`config.mk`:
```
export PLATFORM = sky130hd
export DESIGN_NAME = far_queue
export DESIGN_NICKNAME = d
export VERILOG_FILES = /design/src/rtl/far_pkg.sv /design/src/rtl/far_queue.sv
export SDC_FILE = /design/constraint.sdc
export NUM_CORES = 1
export LEC_CHECK = 0
export ABC_AREA = 0
export BUFFER_PORTS_ARGS = -buffer_cell sky130_fd_sc_hd__clkbuf_2
export CAP_MARGIN = 25
export CORE_ASPECT_RATIO = 1.25
export CORE_MARGIN = 5
export CORE_UTILIZATION = 29
export DETAILED_ROUTE_END_ITERATION = 8
export PLACE_DENSITY = 0.53
export SLEW_MARGIN = 5
export SYNTH_ARGS = -nofsm -noshare
export SYNTH_HDL_FRONTEND = slang
export SYNTH_SLANG_ARGS = --single-unit
```
`constraint.sdc`:
```
create_clock -name clk -period 5.09 [get_ports clk]
set_input_delay 1.018 -clock clk [delete_from_list [all_inputs] [get_ports clk]]
set_output_delay 1.018 -clock clk [all_outputs]
set_load 0.02 [all_outputs]
```
`src/rtl/far_pkg.sv`:
```
package far_pkg;

    // Operand and result widths
    localparam int IN_W  = 16;
    localparam int NUM_W = 2 * IN_W + 1;
    localparam int DEN_W = 2 * IN_W;
    localparam int SH_W  = $clog2(DEN_W);

    // Job queue between front and back
    localparam int Q_DEPTH = 2;
    localparam int Q_PTR_W = (Q_DEPTH > 1) ? $clog2(Q_DEPTH) : 1;
    localparam int Q_CNT_W = $clog2(Q_DEPTH + 1);

    // Status codes
    localparam logic STAT_OK      = 1'b0;
    localparam logic STAT_ZERODEN = 1'b1;

    // Classified job handed from front to back
    typedef struct packed {
        logic             err;   // an input denominator was zero
        logic             zero;  // raw numerator is zero
        logic             neg;   // raw numerator is negative
        logic [DEN_W-1:0] mag;   // magnitude of raw numerator
        logic [DEN_W-1:0] den;   // raw denominator
    } far_job_t;

endpackage

```
`src/rtl/far_queue.sv`:
```
module far_queue (
    input  logic              clk,
    input  logic              rst_n,
    input  logic              wr_en,
    output logic              q_full,
    input  far_pkg::far_job_t wr_data,
    input  logic              rd_en,
    output logic              q_empty,
    output far_pkg::far_job_t rd_data
);

    localparam int QD = far_pkg::Q_DEPTH;
    localparam int PW = far_pkg::Q_PTR_W;
    localparam int CW = far_pkg::Q_CNT_W;

    far_pkg::far_job_t slot_reg [QD];

    logic [PW-1:0] wr_ptr_reg;
    logic [PW-1:0] rd_ptr_reg;
    logic [CW-1:0] cnt_reg;
    logic          do_wr;
    logic          do_rd;

    assign q_full  = (cnt_reg == CW'(QD));
    assign q_empty = (cnt_reg == '0);
    assign do_wr   = wr_en && !q_full;
    assign do_rd   = rd_en && !q_empty;
    assign rd_data = slot_reg[rd_ptr_reg];

    // Storage
    always_ff @(posedge clk)
    begin
        if (do_wr)
        begin
            slot_reg[wr_ptr_reg] <= wr_data;
        end
    end

    // Pointers and fill count
    always_ff @(posedge clk or negedge rst_n)
    begin
        if (!rst_n)
        begin
            wr_ptr_reg <= '0;
            rd_ptr_reg <= '0;
            cnt_reg    <= '0;
        end
        else
        begin
            if (do_wr)
            begin
                wr_ptr_reg <= (wr_ptr_reg == PW'(QD - 1)) ? '0 : wr_ptr_reg + 1'b1;
            end
            if (do_rd)
            begin
                rd_ptr_reg <= (rd_ptr_reg == PW'(QD - 1)) ? '0 : rd_ptr_reg + 1'b1;
            end
            if (do_wr && !do_rd)
            begin
                cnt_reg <= cnt_reg + 1'b1;
            end
            else if (do_rd && !do_wr)
            begin
                cnt_reg <= cnt_reg - 1'b1;
            end
        end
    end

`ifndef SYNTHESIS
    a_cnt_bound: assert property (@(posedge clk) disable iff (!rst_n)
        cnt_reg <= CW'(QD))
        else $error("job queue count above depth");

    a_cnt_track: assert property (@(posedge clk) disable iff (!rst_n)
        (do_wr && !do_rd) |=> (cnt_reg == $past(cnt_reg) + 1'b1))
        else $error("job queue count missed a write");
`endif

endmodule

```
==> results_dict.tcl <==
set metrics [dict create \
    netSwitchingFraction 0.313 \
    post_cts_resized 0 \
    intPower_mw 2.92 \
    grt_busiest_layer "met2" \
    synth_seq_cells 138 \
    antenna_found_initial 0 \
    layout_commonest_cell "clkbuf_2" \
    fp.dieH_um 159 \
    rows 54 \
    fin_hold_ws_ns 0.406 \
    clk_pin_slew_ns 0.06 \
    worst_pin_slew_ns 0.977 \
    initial_core_util 0.294 \
    fin_skew_ns 0.00657 \
    yosys_warnings 0 \
    fin_crit_ns 3.10 \
    cts_buffers 17 \
    gp_congestion 0.671 \
    drt_first_pass_iters 4 \
    layout-drive-gt1-share 0.614 \
    insertion_delay_ns 0.41 \
    wl_per_cell_um 15.8 \
    fmax_mhz 322 \
    nNetsFinal 453 \
    tns_ns 0 \
    num_io_pins 140 \
    dp.cells 586 \
    ir_drop_uv 343 \
    rsz0062_at_grt "no" \
    placedInstanceArea_um2 6110 \
    dieArea_um2 20400 \
    outcome "completed" \
    drc 0 \
    synth_area_um2 5120 \
    dp_hpwl_um 6420 \
    vias 2602 \
    setup_viol 0 \
    fin_ws_ns 1.99 \
    required_ns 4.07 \
    pwr-share-comb 0.301 \
    finalMaxSlewViolations 0 \
    critPathArrivalTime_ns 2.08 \
    timing.final.crit_share 0.609 \
    die_w_um 129 \
    grt_util_met1 0.112 \
    synthDistinctLibCells 16 \
    grt_pass1_vias 2971 \
    startpoint_type "flip-flop" \
    clock_tree.root_cell "clkbuf_16" \
    vias_per_cell 4.21 \
    antennaDiodeCount 0 \
    grt_use_total 0.101 \
    grt_max_degree 68 \
    clock-sinks 138 \
    final_cells 618 \
    fin_util 0.386 \
    grt_overflow 0 \
    core_um2 17400 \
    use_met2 0.164 \
    power-per-cell-area_nw_per_um2 631 \
    path_class "reg2out" \
    syn_nets 300 \
    power_frac_seq 0.396 \
    grtUsageMet3 0.0534 \
    clock_path_buffers 2 \
    cap_viol_max_count 0 \
    dp_slack_ns 2.34 \
    ys_seq_area_frac 0.805 \
    power_mw 4.25 \
    cts_max_level 4 \
    syn_avg_cell_area_um2 22.5 \
    cts_tree "done" \
    final_cell_area_um2 6730 \
    port_buffers 139 \
    hp-class "in2async" \
    layout_common_cells "139 x clkbuf_2, 134 x edfxtp_1, 47 x mux2_2" \
    end_kind "output port" \
    grt_first_pass_wirelength_um 15300 \
    largest_reg_flops 134 \
    drt-total-wl_um 9770 \
    antenna_left 0 \
    drtIter0Drc 137 \
    cts_setup_buffers 0 \
    critPathMaxFanout 37 \
    relSlewSlack 0.349 \
    cts_hold_buffers 0 \
    hold_viol 0 \
    area_growth_syn_to_layout_pct 31.4 \
    power.share.clock 0.302 \
    p_leak_nw 2.59 \
    p_sw_mw 1.33 \
    syn_inst 228 \
    r2r_slack_ns 3.20 \
]
==> layer usage <==
layer	routed length, µm	share of wire
met5	0	0
met4	114	0.012
met3	820	0.084
met2	4970	0.51
met1	3860	0.40
==> cell type report <==
type | count | area (µm²)
Fill cell | 1634 | 10700
Inverter | 2 | 7.51
Clock buffer | 17 | 425
Clock inverter | 15 | 198
Sequential cell | 138 | 4130
Tap cell | 224 | 280
Timing Repair Buffer | 142 | 763
Multi-Input combinational cell | 80 | 931
==> cells by family (layout without fill, tap and decap cells) <==
family | Yosys count | after routing | share of synthesized area
compound gates | 1 | 1 | 0.000976
xor+xnor | 5 | 5 | 0.00855
fa+ha+maj | 1 | 1 | 0.00244
buf+inv | 10 | 176 | 0.0156
flops | 138 | 138 | 0.805
mux | 67 | 67 | 0.162
simple gates | 6 | 6 | 0.00537
==> critical path, stage by stage, from the launching register on <==
cell and delay, ns:
dfrtp_4 0.79, buf_12 0.32, mux2_2 0.39, clkbuf_2 0.17
==> synth_stat cells <==
cell type | instances | area share
buf_6 | 2 | 0.0044
mux2_4 | 20 | 0.059
and3_1 | 1 | 0.0012
mux2_2 | 47 | 0.10
buf_2 | 4 | 0.0039
o21ai_0 | 1 | 0.00098
buf_8 | 2 | 0.0059
dfrtp_1 | 4 | 0.020
edfxtp_1 | 134 | 0.79
inv_1 | 2 | 0.0015
ha_1 | 1 | 0.0024
nor2_1 | 3 | 0.0022
nand2b_1 | 1 | 0.0012
xor2_1 | 2 | 0.0034
xnor2_1 | 3 | 0.0051
nand2_1 | 1 | 0.00073
==> power groups by stage <==
stage / Clock (mW) / Combinational [mW] / Sequential [mW]
after floorplan: 0 / 0.968 / 1.64
after global placement: 0 / 1.22 / 1.77
after detailed placement: 0 / 1.32 / 1.72
after CTS: 1.32 / 1.33 / 1.69
after global routing: 1.39 / 1.38 / 1.71
final: 1.28 / 1.28 / 1.68
==> final timing paths <==
check,from,to,cells after the start
worst max-delay path,rd_ptr_reg,rd_data[66],3
worst min-delay path,rst_n,wr_ptr_reg,1
worst max register to register,cnt_reg[0],slot_reg[0][57],4
worst min register to register,cnt_reg[1],cnt_reg[1],1
max in group asynchronous,rst_n,rd_ptr_reg,1
min in group clk,cnt_reg[1],cnt_reg[1],1
Note: power is estimated with default switching activity, not from simulation.
