<file path="src/rtl/far_pkg.sv">
package far_pkg;

    // Operand and result widths
    localparam int IN_W  = 16;
    localparam int NUM_W = 2 * IN_W + 1;
    localparam int DEN_W = 2 * IN_W;
    localparam int SH_W  = $clog2(DEN_W);

    // Job queue between front and back
    localparam int Q_DEPTH = 2;
    localparam int Q_PTR_W = (Q_DEPTH > 1) ? $clog2(Q_DEPTH) : 1;
    localparam int Q_CNT_W = $clog2(Q_DEPTH + 1);

    // Status codes
    localparam logic STAT_OK      = 1'b0;
    localparam logic STAT_ZERODEN = 1'b1;

    // Classified job handed from front to back
    typedef struct packed {
        logic             err;   // an input denominator was zero
        logic             zero;  // raw numerator is zero
        logic             neg;   // raw numerator is negative
        logic [DEN_W-1:0] mag;   // magnitude of raw numerator
        logic [DEN_W-1:0] den;   // raw denominator
    } far_job_t;

endpackage

</file>
<file path="src/rtl/far_back.sv">
module far_back (
    input  logic                      clk,
    input  logic                      rst_n,
    input  logic                      job_empty,
    output logic                      job_pop,
    input  far_pkg::far_job_t         job,
    output logic                      res_valid,
    input  logic                      res_take,
    output logic [far_pkg::NUM_W-1:0] res_num,
    output logic [far_pkg::DEN_W-1:0] res_den,
    output logic                      res_status
);

    localparam logic [1:0] B_IDLE = 2'd0;
    localparam logic [1:0] B_GCD  = 2'd1;
    localparam logic [1:0] B_DIV  = 2'd2;
    localparam logic [1:0] B_DONE = 2'd3;

    localparam int NW = far_pkg::NUM_W;
    localparam int DW = far_pkg::DEN_W;
    localparam int SW = far_pkg::SH_W;

    logic [1:0]    state_reg;
    logic [DW-1:0] ga_reg, gb_reg;
    logic [SW-1:0] k_reg;
    logic [DW-1:0] g_reg;
    logic [SW-1:0] cnt_reg;
    logic          neg_reg;
    logic [DW-1:0] qn_reg, qd_reg;     // dividends shift out, quotients shift in
    logic [DW-1:0] rn_reg, rd_reg;     // partial remainders
    logic [NW-1:0] num_reg;
    logic [DW-1:0] den_reg;
    logic          stat_reg;

    logic [DW-1:0] ga_next, gb_next;
    logic [SW-1:0] k_next;
    logic          gcd_done;
    logic [DW:0]   rn_sh, rd_sh;
    logic          bn, bd;
    logic [DW:0]   g_ext;
    logic [DW-1:0] qn_fin, qd_fin;

    assign job_pop    = (state_reg == B_IDLE) && !job_empty;
    assign res_valid  = (state_reg == B_DONE);
    assign res_num    = num_reg;
    assign res_den    = den_reg;
    assign res_status = stat_reg;

    // Binary gcd step: halve even values, subtract odd ones
    always_comb
    begin
        ga_next  = ga_reg;
        gb_next  = gb_reg;
        k_next   = k_reg;
        gcd_done = (ga_reg == gb_reg);
        if (!ga_reg[0] && !gb_reg[0])
        begin
            ga_next = ga_reg >> 1;
            gb_next = gb_reg >> 1;
            k_next  = k_reg + 1'b1;
        end
        else if (!ga_reg[0])
        begin
            ga_next = ga_reg >> 1;
        end
        else if (!gb_reg[0])
        begin
            gb_next = gb_reg >> 1;
        end
        else if (ga_reg > gb_reg)
        begin
            ga_next = (ga_reg - gb_reg) >> 1;
        end
        else
        begin
            gb_next = (gb_reg - ga_reg) >> 1;
        end
    end

    // Two restoring divide lanes sharing the divisor
    always_comb
    begin
        g_ext = {1'b0, g_reg};
        rn_sh = {rn_reg, qn_reg[DW-1]};
        rd_sh = {rd_reg, qd_reg[DW-1]};
        bn    = (rn_sh >= g_ext);
        bd    = (rd_sh >= g_ext);
        qn_fin = {qn_reg[DW-2:0], bn};
        qd_fin = {qd_reg[DW-2:0], bd};
    end

    // Back FSM
    always_ff @(posedge clk or negedge rst_n)
    begin
        if (!rst_n)
        begin
            state_reg <= B_IDLE;
        end
        else
        begin
            case (state_reg)
                B_IDLE:
                begin
                    if (!job_empty)
                    begin
                        state_reg <= (job.err || job.zero) ? B_DONE : B_GCD;
                    end
                end
                B_GCD:   if (gcd_done) state_reg <= B_DIV;
                B_DIV:   if (cnt_reg == SW'(DW - 1)) state_reg <= B_DONE;
                B_DONE:  if (res_take) state_reg <= B_IDLE;
                default: state_reg <= B_IDLE;
            endcase
        end
    end

    // Datapath
    always_ff @(posedge clk)
    begin
        case (state_reg)
            B_IDLE:
            begin
                ga_reg   <= job.mag;
                gb_reg   <= job.den;
                k_reg    <= '0;
                neg_reg  <= job.neg;
                qn_reg   <= job.mag;
                qd_reg   <= job.den;
                stat_reg <= job.err ? far_pkg::STAT_ZERODEN : far_pkg::STAT_OK;
                num_reg  <= '0;
                den_reg  <= job.err ? '0 : DW'(1);
            end
            B_GCD:
            begin
                if (gcd_done)
                begin
                    g_reg   <= DW'(ga_reg << k_reg);
                    cnt_reg <= '0;
                    rn_reg  <= '0;
                    rd_reg  <= '0;
                end
                else
                begin
                    ga_reg <= ga_next;
                    gb_reg <= gb_next;
                    k_reg  <= k_next;
                end
            end
            B_DIV:
            begin
                rn_reg  <= bn ? DW'(rn_sh - g_ext) : rn_sh[DW-1:0];
                rd_reg  <= bd ? DW'(rd_sh - g_ext) : rd_sh[DW-1:0];
                qn_reg  <= qn_fin;
                qd_reg  <= qd_fin;
                cnt_reg <= cnt_reg + 1'b1;
                if (cnt_reg == SW'(DW - 1))
                begin
                    num_reg <= neg_reg ? -{1'b0, qn_fin} : {1'b0, qn_fin};
                    den_reg <= qd_fin;
                end
            end
            default:
            begin
            end
        endcase
    end

`ifndef SYNTHESIS
    a_gcd_nonzero: assert property (@(posedge clk) disable iff (!rst_n)
        (state_reg == B_GCD) |-> (ga_reg != '0 && gb_reg != '0))
        else $error("gcd operand reached zero");

    a_den_ok: assert property (@(posedge clk) disable iff (!rst_n)
        (res_valid && res_status == far_pkg::STAT_OK) |-> (res_den != '0))
        else $error("zero denominator on a good result");

    a_err_zero: assert property (@(posedge clk) disable iff (!rst_n)
        (res_valid && res_status == far_pkg::STAT_ZERODEN) |-> (res_num == '0 && res_den == '0))
        else $error("error result not 0/0");

    a_hold: assert property (@(posedge clk) disable iff (!rst_n)
        (res_valid && !res_take) |=> (res_valid && $stable(res_num) && $stable(res_den)))
        else $error("result changed before it was taken");
`endif

endmodule

</file>
<file path="config.mk">
export PLATFORM = sky130hd
export DESIGN_NAME = far_back
export DESIGN_NICKNAME = d
export VERILOG_FILES = /design/src/rtl/far_pkg.sv /design/src/rtl/far_back.sv
export SDC_FILE = /design/constraint.sdc
export NUM_CORES = 1
export LEC_CHECK = 0
export BUFFER_PORTS_ARGS = -buffer_cell sky130_fd_sc_hd__buf_4
export CAP_MARGIN = 20
export CORE_ASPECT_RATIO = 2
export CORE_MARGIN = 3
export CORE_UTILIZATION = 35
export CTS_BUF_LIST = sky130_fd_sc_hd__clkbuf_2 sky130_fd_sc_hd__clkbuf_4 sky130_fd_sc_hd__clkbuf_8
export DETAILED_ROUTE_END_ITERATION = 8
export PLACE_DENSITY = 0.56
export SLEW_MARGIN = 25
export SYNTH_ARGS = -nofsm -noshare
export SYNTH_HDL_FRONTEND = slang
export SYNTH_SLANG_ARGS = --single-unit
</file>
<file path="constraint.sdc">
create_clock -name clk -period 17.01 [get_ports clk]
set_input_delay 1.701 -clock clk [delete_from_list [all_inputs] [get_ports clk]]
set_output_delay 1.701 -clock clk [all_outputs]
set_load 0.05 [all_outputs]
</file>
==> run summary, run 1 <==
Bufs and invs on worst path -> 2
Setup Total Neg Slack -> 0 ps
Fmax -> 215 MHz
Post-DP HPWL -> 69.6 mm
share of async-settable or async-resettable flops after synthesis -> 0.660%
post-CTS sizing -> 0
clock sink count -> 303
routed wire length -> 88.6 mm
end of the worst register-to-register path -> res_num[30]$_SDFFCE_PN0P_
multiplexer share of the synthesized area -> 4.62%
CTS clock-pin slew for the worst setup and hold paths -> 70 ps
Netlist Area Pre-Place -> 0.0223 sq mm
fin area -> 0.0251 sq mm
number of synthesized flops with an enable pin -> 301
Initial Utilization -> 35.4%
IO Port Bufs -> 138
Synth Area in XOR/XNOR -> 4.24%
number of I/O pins -> 139
die area -> 0.0669 sq mm
Critical Path Slowest Stage Cell -> or4_1
WS Path Type -> reg2reg
Syn Area/Cell -> 9.26 sq um
filler cell count -> 6251
Area Overhead vs Synth -> 12.6%
Min-Delay Path Class -> reg2reg
clk_lat worst skew -> 700 ps
type of origin of the critical path -> flip-flop
Setup crit end kind -> flip-flop
largest family of logic cells by synthesized area -> compound AO/OA/AOI/OAI gates
run status -> finished, final reports clean
register area share after synthesis -> 40.8%
Synth cell types -> 94
relative slew slack -> 21.9%
Synth Area in Compound Gates -> 21.3%
clock buffer depth -> 3
Placed Area -> 0.0241 sq mm
vias in the first global route -> 20000
first-iteration detailed-routing DRC count -> 1462
first-pass GRT wire length -> 129 mm
Worst Path Arrival -> 5030 ps
CP endpoint -> res_num[30]$_SDFFCE_PN0P_
Synth Instances -> 2407
MaxCap Viol Count -> 0
max incr delay on CP -> 570 ps
CP Depth -> 15
core area -> 0.0629 sq mm
Post-synth top flop -> edfxtp_1
Initial DRT Pass Iterations -> 6
syn nets -> 2619
adder-cell share of the synthesized area -> 8.05%
WL per Instance -> 26.7 microns
largest net degree at the start of global routing -> 87
Setup-failing EPs final -> 0
H-tree depth -> 2
final core utilization -> 39.9%
Placement Rows -> 130
worst path cell trace -> inv_1 -> ha_1 -> nor2b_1 -> o31ai_1 -> a211oi_2 -> o211ai_2 -> a211oi_2 -> or2_4 -> inv_1 -> ha_1 -> nand2b_1 -> or4_1 -> o31ai_1 -> xor2_1 -> nor2_1
TritonCTS clock tree -> yes
Die Wd -> 184 microns
worst setup path start -> g_reg[1]$_SDFFCE_PP0P_
Via Count -> 19400
Routed Antenna Nets -> 0
DIE HEIGHT -> 363 microns
GRT overflow -> 0
Fin. Hold Viols -> 0
Max Fanout on Critical Path -> 40
crit path time final -> 4650 ps
proportion of layout cells with a drive suffix above 1 -> 12.8%
Slew Viols, Final -> 0
Largest register FFs -> 33
clk root buf -> clkbuf_8
nets -> 2703
unrepaired setup endpoints after global routing -> false
routability congestion estimate -> 1.00
post-DR vias/cell -> 5.84
CTS Buf Count -> 50
WP data required -> 17390 ps
Worst Skew -> 52.7 ps
DRC viols -> 0
family with the most delay on the worst path -> compound AO/OA/AOI/OAI gates
flops & latches, synth -> 303
hold buffer count at CTS -> 0
R2R depth -> 15
Least-Margin Pin Slew -> 1160 ps
Setup Buffers After CTS -> 0
Area contributors post-synth -> edfxtp_1, ha_1, a21oi_1
launch point of the worst reg-to-reg path -> g_reg[1]$_SDFFCE_PP0P_
GRT Util Overall -> 26.1%
R2R Setup Slk -> 12360 ps
Final period util -> 27.4%
Synth Area in Simple Gates -> 16.0%
Synth Warn # -> 0
Yosys top cell area share -> 40.5%
leading area contributor after synthesis -> edfxtp_1
initial antenna violation count -> 3
[how the worst min path moves through the flow]
stage	from	end	slack, ps	cells past startpoint
final	qd_reg[27]$_DFFE_PP_	res_den[28]$_SDFFCE_PN0P_	550	1
after global routing	qd_reg[27]$_DFFE_PP_	res_den[28]$_SDFFCE_PN0P_	580	1
after CTS	qd_reg[27]$_DFFE_PP_	res_den[28]$_SDFFCE_PN0P_	550	1
after detailed placement	qd_reg[23]$_DFFE_PP_	res_den[24]$_SDFFCE_PN0P_	540	1
after global placement	qd_reg[29]$_DFFE_PP_	res_den[30]$_SDFFCE_PN0P_	530	1
after floorplan	qd_reg[9]$_DFFE_PP_	res_den[10]$_SDFFCE_PN0P_	530	1
[synthesized netlist by cell type, types with 23 or more instances]
library cell and count:
a211oi_1 28, a21o_1 81, a21oi_1 200, a22oi_1 23, a31oi_1 40, and2_1 47, clkbuf_1 99, edfxtp_1 301
ha_1 137, inv_1 153, mux2_2 27, mux2i_1 50, nand2_1 236, nand2b_1 23, nand3_1 70, nand4_1 23
nor2_1 198, nor3_1 32, o21a_1 23, o21ai_0 164, o31ai_1 23, or3_1 27, xnor2_1 55, xor2_1 53
[cells by family (layout without fill, tap and decap cells)]
logic type / Yosys count / in the layout
other cells: 0 / 2
simple gates: 750 / 750
xor+xnor: 108 / 108
mux: 87 / 87
buf+inv: 289 / 407
fa+ha+maj: 141 / 141
compound gates: 729 / 729
flops: 303 / 303
[cells in the final DEF, fill, tap and decap left out, drive strengths merged, types with 24 or more instances in the layout]
master and n:
ha 137, mux2i 50, a21o 81, mux2 27, nand3 70, a31oi 40
edfxtp 301, a211oi 30, xnor2 55, and2 47, or3 27, o21ai 166
a21oi 200, buf 166, clkbuf 69, o31ai 24, nor3 32, xor2 53
nand2 237, nor2 198, inv 156
[per-stage QoR]
step / std cells / setup WS [ps] / hold WS, ps
2_1_floorplan: 2407 / 10230 / 528
3_3_place_gp: 3228 / 12500 / 535
3_5_place_dp: 3228 / 12370 / 544
4_1_cts: 3314 / 12360 / 555
5_1_grt: 3318 / 12110 / 583
6_report: 3319 / 12360 / 552
[area by class of cell]
type                            instances  area (sq um)  area share, %
Tap cell                              792           991           3.95
Sequential cell                       303          9090           36.2
Timing Repair Buffer                  166          1290           5.13
Multi-Input combinational cell       1815         12200           48.5
Antenna cell                            2          5.00         0.0199
Clock inverter                         17           134          0.533
Clock buffer                           69           837           3.34
Inverter                              155           584           2.33
[worst reg2reg max path, stage by stage (launching register included)]
cell and delay (ps):
edfxtp_1 440, inv_1 90, ha_1 310, nor2b_1 150
o31ai_1 540, a211oi_2 240, o211ai_2 260, a211oi_2 200
or2_4 510, inv_1 180, ha_1 160, nand2b_1 180
or4_1 570, o31ai_1 290, xor2_1 180, nor2_1 60
[layer usage]
metal	up-vias	GRT usage (%)	part of all wire, %
met5	-	0	0
met4	0	20.9	9.9
met3	252	3.46	3.9
met2	617	50.3	55
met1	9491	23.6	31
li1	9023	-	-
Power of run 1 is left out: the tool's default activity adds up to more than one toggle a clock period on the data nets, which glitch-free logic cannot reach.
==> run 2, diff against run 1 <==
==> constraint.sdc (replaced) <==
create_clock -name clk -period 4.3 [get_ports clk]
set_input_delay 0.43 -clock clk [delete_from_list [all_inputs] [get_ports clk]]
set_output_delay 0.43 -clock clk [all_outputs]
set_load 0.05 [all_outputs]
==> run 2 against run 1 <==
Net effect:
- sequential share of layout area fell by 0.85 points
- register-to-register slack got worse by 12000 ps
- core utilization increased by 0.96 points
- count of clock-buffer cells in the layout fell by 3
- global-route usage grew 0.51 points
- design area grew 2.4%
- highest routed layer is now met5
- via count grew 2.4%
==> run summary, run 2 (synthesis results as in run 1) <==
crit path time final -> 3950 ps
first-iteration detailed-routing DRC count -> 1326
number of I/O pins -> 139
Largest register FFs -> 33
MaxCap Viol Count -> 0
routed wire length -> 90.4 mm
Area Overhead vs Synth -> 15.3%
Worst Skew -> 56.6 ps
routability congestion estimate -> 1.01
GR Util met3 -> 3.09%
CTS Buf Count -> 48
hold_sp -> job[21]
proportion of layout cells with a drive suffix above 1 -> 15.0%
Setup crit end kind -> flip-flop
Critical Path Slowest Stage Cell -> o31ai_1
Via Count -> 19800
max incr delay on CP -> 470 ps
Routed Antenna Nets -> 0
Worst Path Arrival -> 4340 ps
largest net degree at the start of global routing -> 95
run status -> finished, final reports clean
family with the most delay on the worst path -> compound AO/OA/AOI/OAI gates
initial antenna violation count -> 2
R2R depth -> 16
IO Port Bufs -> 138
Endpoint, Worst Hold -> qd_reg[21]$_DFFE_PP_
Max Fanout on Critical Path -> 4
WS Path Type -> reg2reg
GRT overflow -> 0
met2 Usage GRT -> 50.9%
relative slew slack -> 28.8%
Min-Delay Path Class -> in2reg
clock buffer depth -> 3
Fmax -> 253 MHz
WL per Instance -> 26.6 microns
TritonCTS clock tree -> yes
M1 GR Usage -> 23.9%
worst path cell trace -> inv_1 -> ha_1 -> nor2b_1 -> o31ai_1 -> a211oi_2 -> o211ai_2 -> a211oi_2 -> or2_4 -> inv_1 -> buf_4 -> ha_1 -> nand3b_1 -> or2_1 -> o31ai_1 -> xor2_1 -> nor2_1
type of origin of the critical path -> flip-flop
clock sink count -> 303
Bufs and invs on worst path -> 3
DRC viols -> 0
CTS clock-pin slew for the worst setup and hold paths -> 70 ps
first-pass GRT wire length -> 131 mm
Least-Margin Pin Slew -> 1070 ps
clk_lat worst skew -> 680 ps
hold depth -> 2
vias in the first global route -> 20600
Die Wd -> 184 microns
Slew Viols, Final -> 0
Post-DP HPWL -> 72.1 mm
launch point of the worst reg-to-reg path -> g_reg[1]$_SDFFCE_PP0P_
end of the worst register-to-register path -> res_num[28]$_SDFFCE_PN0P_
Initial Utilization -> 35.4%
Setup Total Neg Slack -> 0 ps
Setup Buffers After CTS -> 0
Final period util -> 91.8%
R2R Setup Slk -> 350 ps
clk root buf -> clkbuf_8
Initial DRT Pass Iterations -> 6
post-DR vias/cell -> 5.85
nets -> 2776
GRT Util Overall -> 26.6%
GR peak layer -> met2
most common cell after layout, fill and taps aside -> edfxtp_1
unrepaired setup endpoints after global routing -> false
most frequent cells in the layout -> edfxtp_1, nand2_1, buf_4, a21oi_1, nor2_1
Placement Rows -> 130
die area -> 0.0669 sq mm
DIE HEIGHT -> 363 microns
Fin. Hold Viols -> 0
Setup-failing EPs final -> 0
core area -> 0.0629 sq mm
H-tree depth -> 2
WP data required -> 4690 ps
-- run 2: changes by cell type in the layout (fill, tap and decap cells not counted), sizes merged --
cell / delta
buf: +68
clkbuf: -3
clkinv: +5
clkinvlp: -1
diode: -1
dlygate4sd3: +7
-- run 2: metal layers --
layer | wire [microns] | share of wire, %
met2 | 49300 | 55
met3 | 3640 | 4.0
met4 | 9730 | 11
met5 | 13 | 0.014
met1 | 27700 | 31
-- run 2: final cells by class --
cell class / count / area, sq um
clock buffer: 66 / 802
clock inverter: 21 / 155
multi-input combinational: 1815 / 12200
antenna: 1 / 2.50
sequential: 303 / 9090
inverter: 155 / 584
fill: 6285 / 37200
tap: 792 / 991
timing repair buffer: 241 / 1910
-- run 2: worst max path at each step --
stage,start,endpoint,slack [ps],cells past startpoint
after detailed placement,g_reg[1]$_SDFFCE_PP0P_,res_num[28]$_SDFFCE_PN0P_,360,16
after global routing,g_reg[1]$_SDFFCE_PP0P_,res_num[28]$_SDFFCE_PN0P_,70,16
final,g_reg[1]$_SDFFCE_PP0P_,res_num[28]$_SDFFCE_PN0P_,350,16
after CTS,g_reg[1]$_SDFFCE_PP0P_,res_num[28]$_SDFFCE_PN0P_,350,16
after global placement,g_reg[9]$_SDFFCE_PP0P_,res_num[28]$_SDFFCE_PN0P_,430,16
after floorplan,ga_reg[0]$_DFFE_PP_,ga_reg[10]$_DFFE_PP_,380,12
-- run 2: worst register-to-register path, stage by stage, from the launching register on --
cell	delay (ps)
edfxtp_1	430
inv_1	90
ha_1	310
nor2b_1	150
o31ai_1	470
a211oi_2	170
o211ai_2	250
a211oi_2	130
or2_4	280
inv_1	120
buf_4	130
ha_1	210
nand3b_1	150
or2_1	300
o31ai_1	250
xor2_1	190
nor2_1	50
-- run 2: through the flow --
stage	setup WS, ps	cells	util [%]	instance area [sq um]	hold WS [ps]
6_report	354	3394	40.8	25700	45.9
4_1_cts	346	3393	40.8	25700	6.20
3_5_place_dp	365	3299	39.2	24700	216
5_1_grt	66.1	3394	40.8	25700	45.7
2_1_floorplan	383	2407	-	22300	134
3_3_place_gp	431	3299	39.2	24700	214
-- run 2: repair_timing --
item                                   in CTS  in global routing
endpoints found under the hold margin       8                  0
gates resized for setup                     0                  0
hold buffers                                7                  0
Power of run 2 is left out for the same reason.
==> run 3, diff against run 2 <==
--- a/config.mk
+++ b/config.mk
@@ -12,7 +12,7 @@
 export CORE_UTILIZATION = 35
 export CTS_BUF_LIST = sky130_fd_sc_hd__clkbuf_2 sky130_fd_sc_hd__clkbuf_4 sky130_fd_sc_hd__clkbuf_8
 export DETAILED_ROUTE_END_ITERATION = 8
-export PLACE_DENSITY = 0.56
+export PLACE_DENSITY = 0.58
 export SLEW_MARGIN = 25
 export SYNTH_ARGS = -nofsm -noshare
 export SYNTH_HDL_FRONTEND = slang
==> constraint.sdc (replaced) <==
create_clock -name clk -period 3.6 [get_ports clk]
set_input_delay 0.36 -clock clk [delete_from_list [all_inputs] [get_ports clk]]
set_output_delay 0.36 -clock clk [all_outputs]
set_load 0.05 [all_outputs]
==> run 3 against run 2 <==
Net effect:
- count of clock-buffer cells in the layout is 2 lower
- routed wire length is 5.8% higher
- hold slack worse by 4.8 ps
- fmax is 12% higher
- global-route usage is 1.5 points higher
- via count is 4.0% higher
- first-iteration DRC count is 1.4% higher
- sequential share of layout area is 2.2 points lower
- core utilization is 2.6 points higher
- die area stayed put
- largest cell class unchanged
- highest routed layer is now met4
==> run summary, run 3 (synthesis results as in run 1) <==
Initial DRT Pass Iterations -> 5
routability congestion estimate -> 1.03
type of origin of the critical path -> flip-flop
max incr delay on CP -> 520 ps
routed wire length -> 95.6 mm
Initial Utilization -> 35.4%
run status -> finished, final reports clean
filler cell count -> 6148
first-iteration detailed-routing DRC count -> 1344
clock sink count -> 303
Area Overhead vs Synth -> 22.8%
Critical Path Slowest Stage Cell -> or4_4
Setup-failing EPs final -> 0
H-tree depth -> 2
Worst Path Arrival -> 3900 ps
CTS clock-pin slew for the worst setup and hold paths -> 70 ps
Worst Skew -> 56.6 ps
Min-Delay Path Class -> in2async
Largest register FFs -> 33
sequential standard cell area -> 0.00909 sq mm
Final Non-Filler Cells -> 3552
multi-input logic area -> 0.0124 sq mm
Least-Margin Pin Slew -> 1070 ps
most common cell after layout, fill and taps aside -> buf_4
crit path time final -> 3510 ps
worst path cell trace -> ha_4 -> and3_4 -> a22o_1 -> a221o_1 -> o211ai_2 -> a211oi_4 -> or2_4 -> inv_4 -> ha_4 -> nand2b_4 -> or4_4 -> o31ai_4 -> xor2_1 -> nor2_1
first-pass GRT wire length -> 138 mm
Slew Viols, Final -> 0
number of I/O pins -> 139
vias in the first global route -> 21600
Placement Rows -> 130
initial antenna violation count -> 2
Fin. Hold Viols -> 0
Fmax -> 285 MHz
Via Count -> 20600
unrepaired setup endpoints after global routing -> true
DRC viols -> 0
WP data required -> 3990 ps
most frequent cells in the layout -> buf_4, edfxtp_1, nand2_1, nor2_1, a21oi_1
Placed Cells -> 3417
Die Wd -> 184 microns
DIE HEIGHT -> 363 microns
most frequent CP cell -> ha_4
post-DR vias/cell -> 5.81
largest net degree at the start of global routing -> 106
Max Fanout on Critical Path -> 6
GRT Util Overall -> 28.0%
clk root buf -> clkbuf_8
core area -> 0.0629 sq mm
Final period util -> 97.6%
WS Path Type -> reg2reg
CTS Buf Count -> 50
clock buffer depth -> 3
nets -> 2932
MaxCap Viol Count -> 0
die area -> 0.0669 sq mm
Routed Antenna Nets -> 0
IO Port Bufs -> 138
TritonCTS clock tree -> yes
GRT overflow -> 0
clk_lat worst skew -> 680 ps
proportion of layout cells with a drive suffix above 1 -> 20.1%
Post-DP HPWL -> 76.0 mm
WL per Instance -> 26.9 microns
Setup crit end kind -> flip-flop
relative slew slack -> 27.9%
run 3: cell count changes in the layout (fill, tap and decap cells not counted), moves of 6 or more:
cell	change
ha_1	-9
inv_1	-6
buf_12	+8
ha_4	+6
dlygate4sd3_1	+23
buf_4	+121
run 3: critical path, delay by kind of cell, from the launching register on:
family          cells  cell delay [ps]
compound gates      5             1070
xor+xnor            1              160
buf+inv             1               70
simple gates        5             1070
fa+ha+maj           2              420
flops               1              440
run 3: layout make-up:
type	count	area share, %
multi-input cells	1815	45.2
flip-flops and latches	303	33.2
repair buffers	395	11.9
well taps	792	3.62
clock buffers	64	2.90
inverters	155	2.14
clock inverters	26	1.05
diodes	2	0.0183
run 3: routing by layer:
layer / up-vias / track usage [%] / routed length, microns
li1: 9504 / - / -
met2: 803 / 52.9 / 51100
met1: 9959 / 24.1 / 28400
met3: 371 / 3.67 / 4130
met4: 0 / 28.0 / 12000
met5: - / 0 / 0
run 3: final timing paths:
kind	depth (start not counted)	slack, ps	to	startpoint
hold / removal	2	40	state_reg[0]$_DFFE_PN0P_	rst_n
setup / recovery	14	90	res_num[26]$_SDFFCE_PN0P_	rn_reg[8]$_SDFFCE_PN0P_
setup reg to reg	14	90	res_num[26]$_SDFFCE_PN0P_	rn_reg[8]$_SDFFCE_PN0P_
hold reg to reg	1	560	res_den[31]$_SDFFCE_PN0P_	qd_reg[30]$_DFFE_PP_
max in group asynchronous	2	3470	state_reg[1]$_DFFE_PN0P_	rst_n
min in group clk	2	40	qd_reg[7]$_DFFE_PP_	job[7]
run 3: timing repair:
| action | in CTS | in global routing |
|---|---|---|
| pin swaps | 0 | 17 |
| resized for setup | 1 | 26 |
| endpoints found under the hold margin | 40 | 0 |
| buffers inserted | 0 | 11 |
| setup endpoints to repair | 1 | 40 |
| hold buffers | 30 | 0 |
run 3: metrics by stage:
step	hold slack [ps]	instance area, sq um	TNS [ps]	setup WS (ps)	util (%)
after floorplan	64.4	22400	0	6.22	-
after global placement	144	25700	-58.9	-51.4	40.9
after detailed placement	147	25700	-23.1	-23.1	40.9
after CTS	4.05	27100	0	27.7	43.1
after global routing	13.7	27400	-36.0	-27.1	43.5
final	41.0	27400	0	87.4	43.5
Power of run 3 is left out for the same reason.
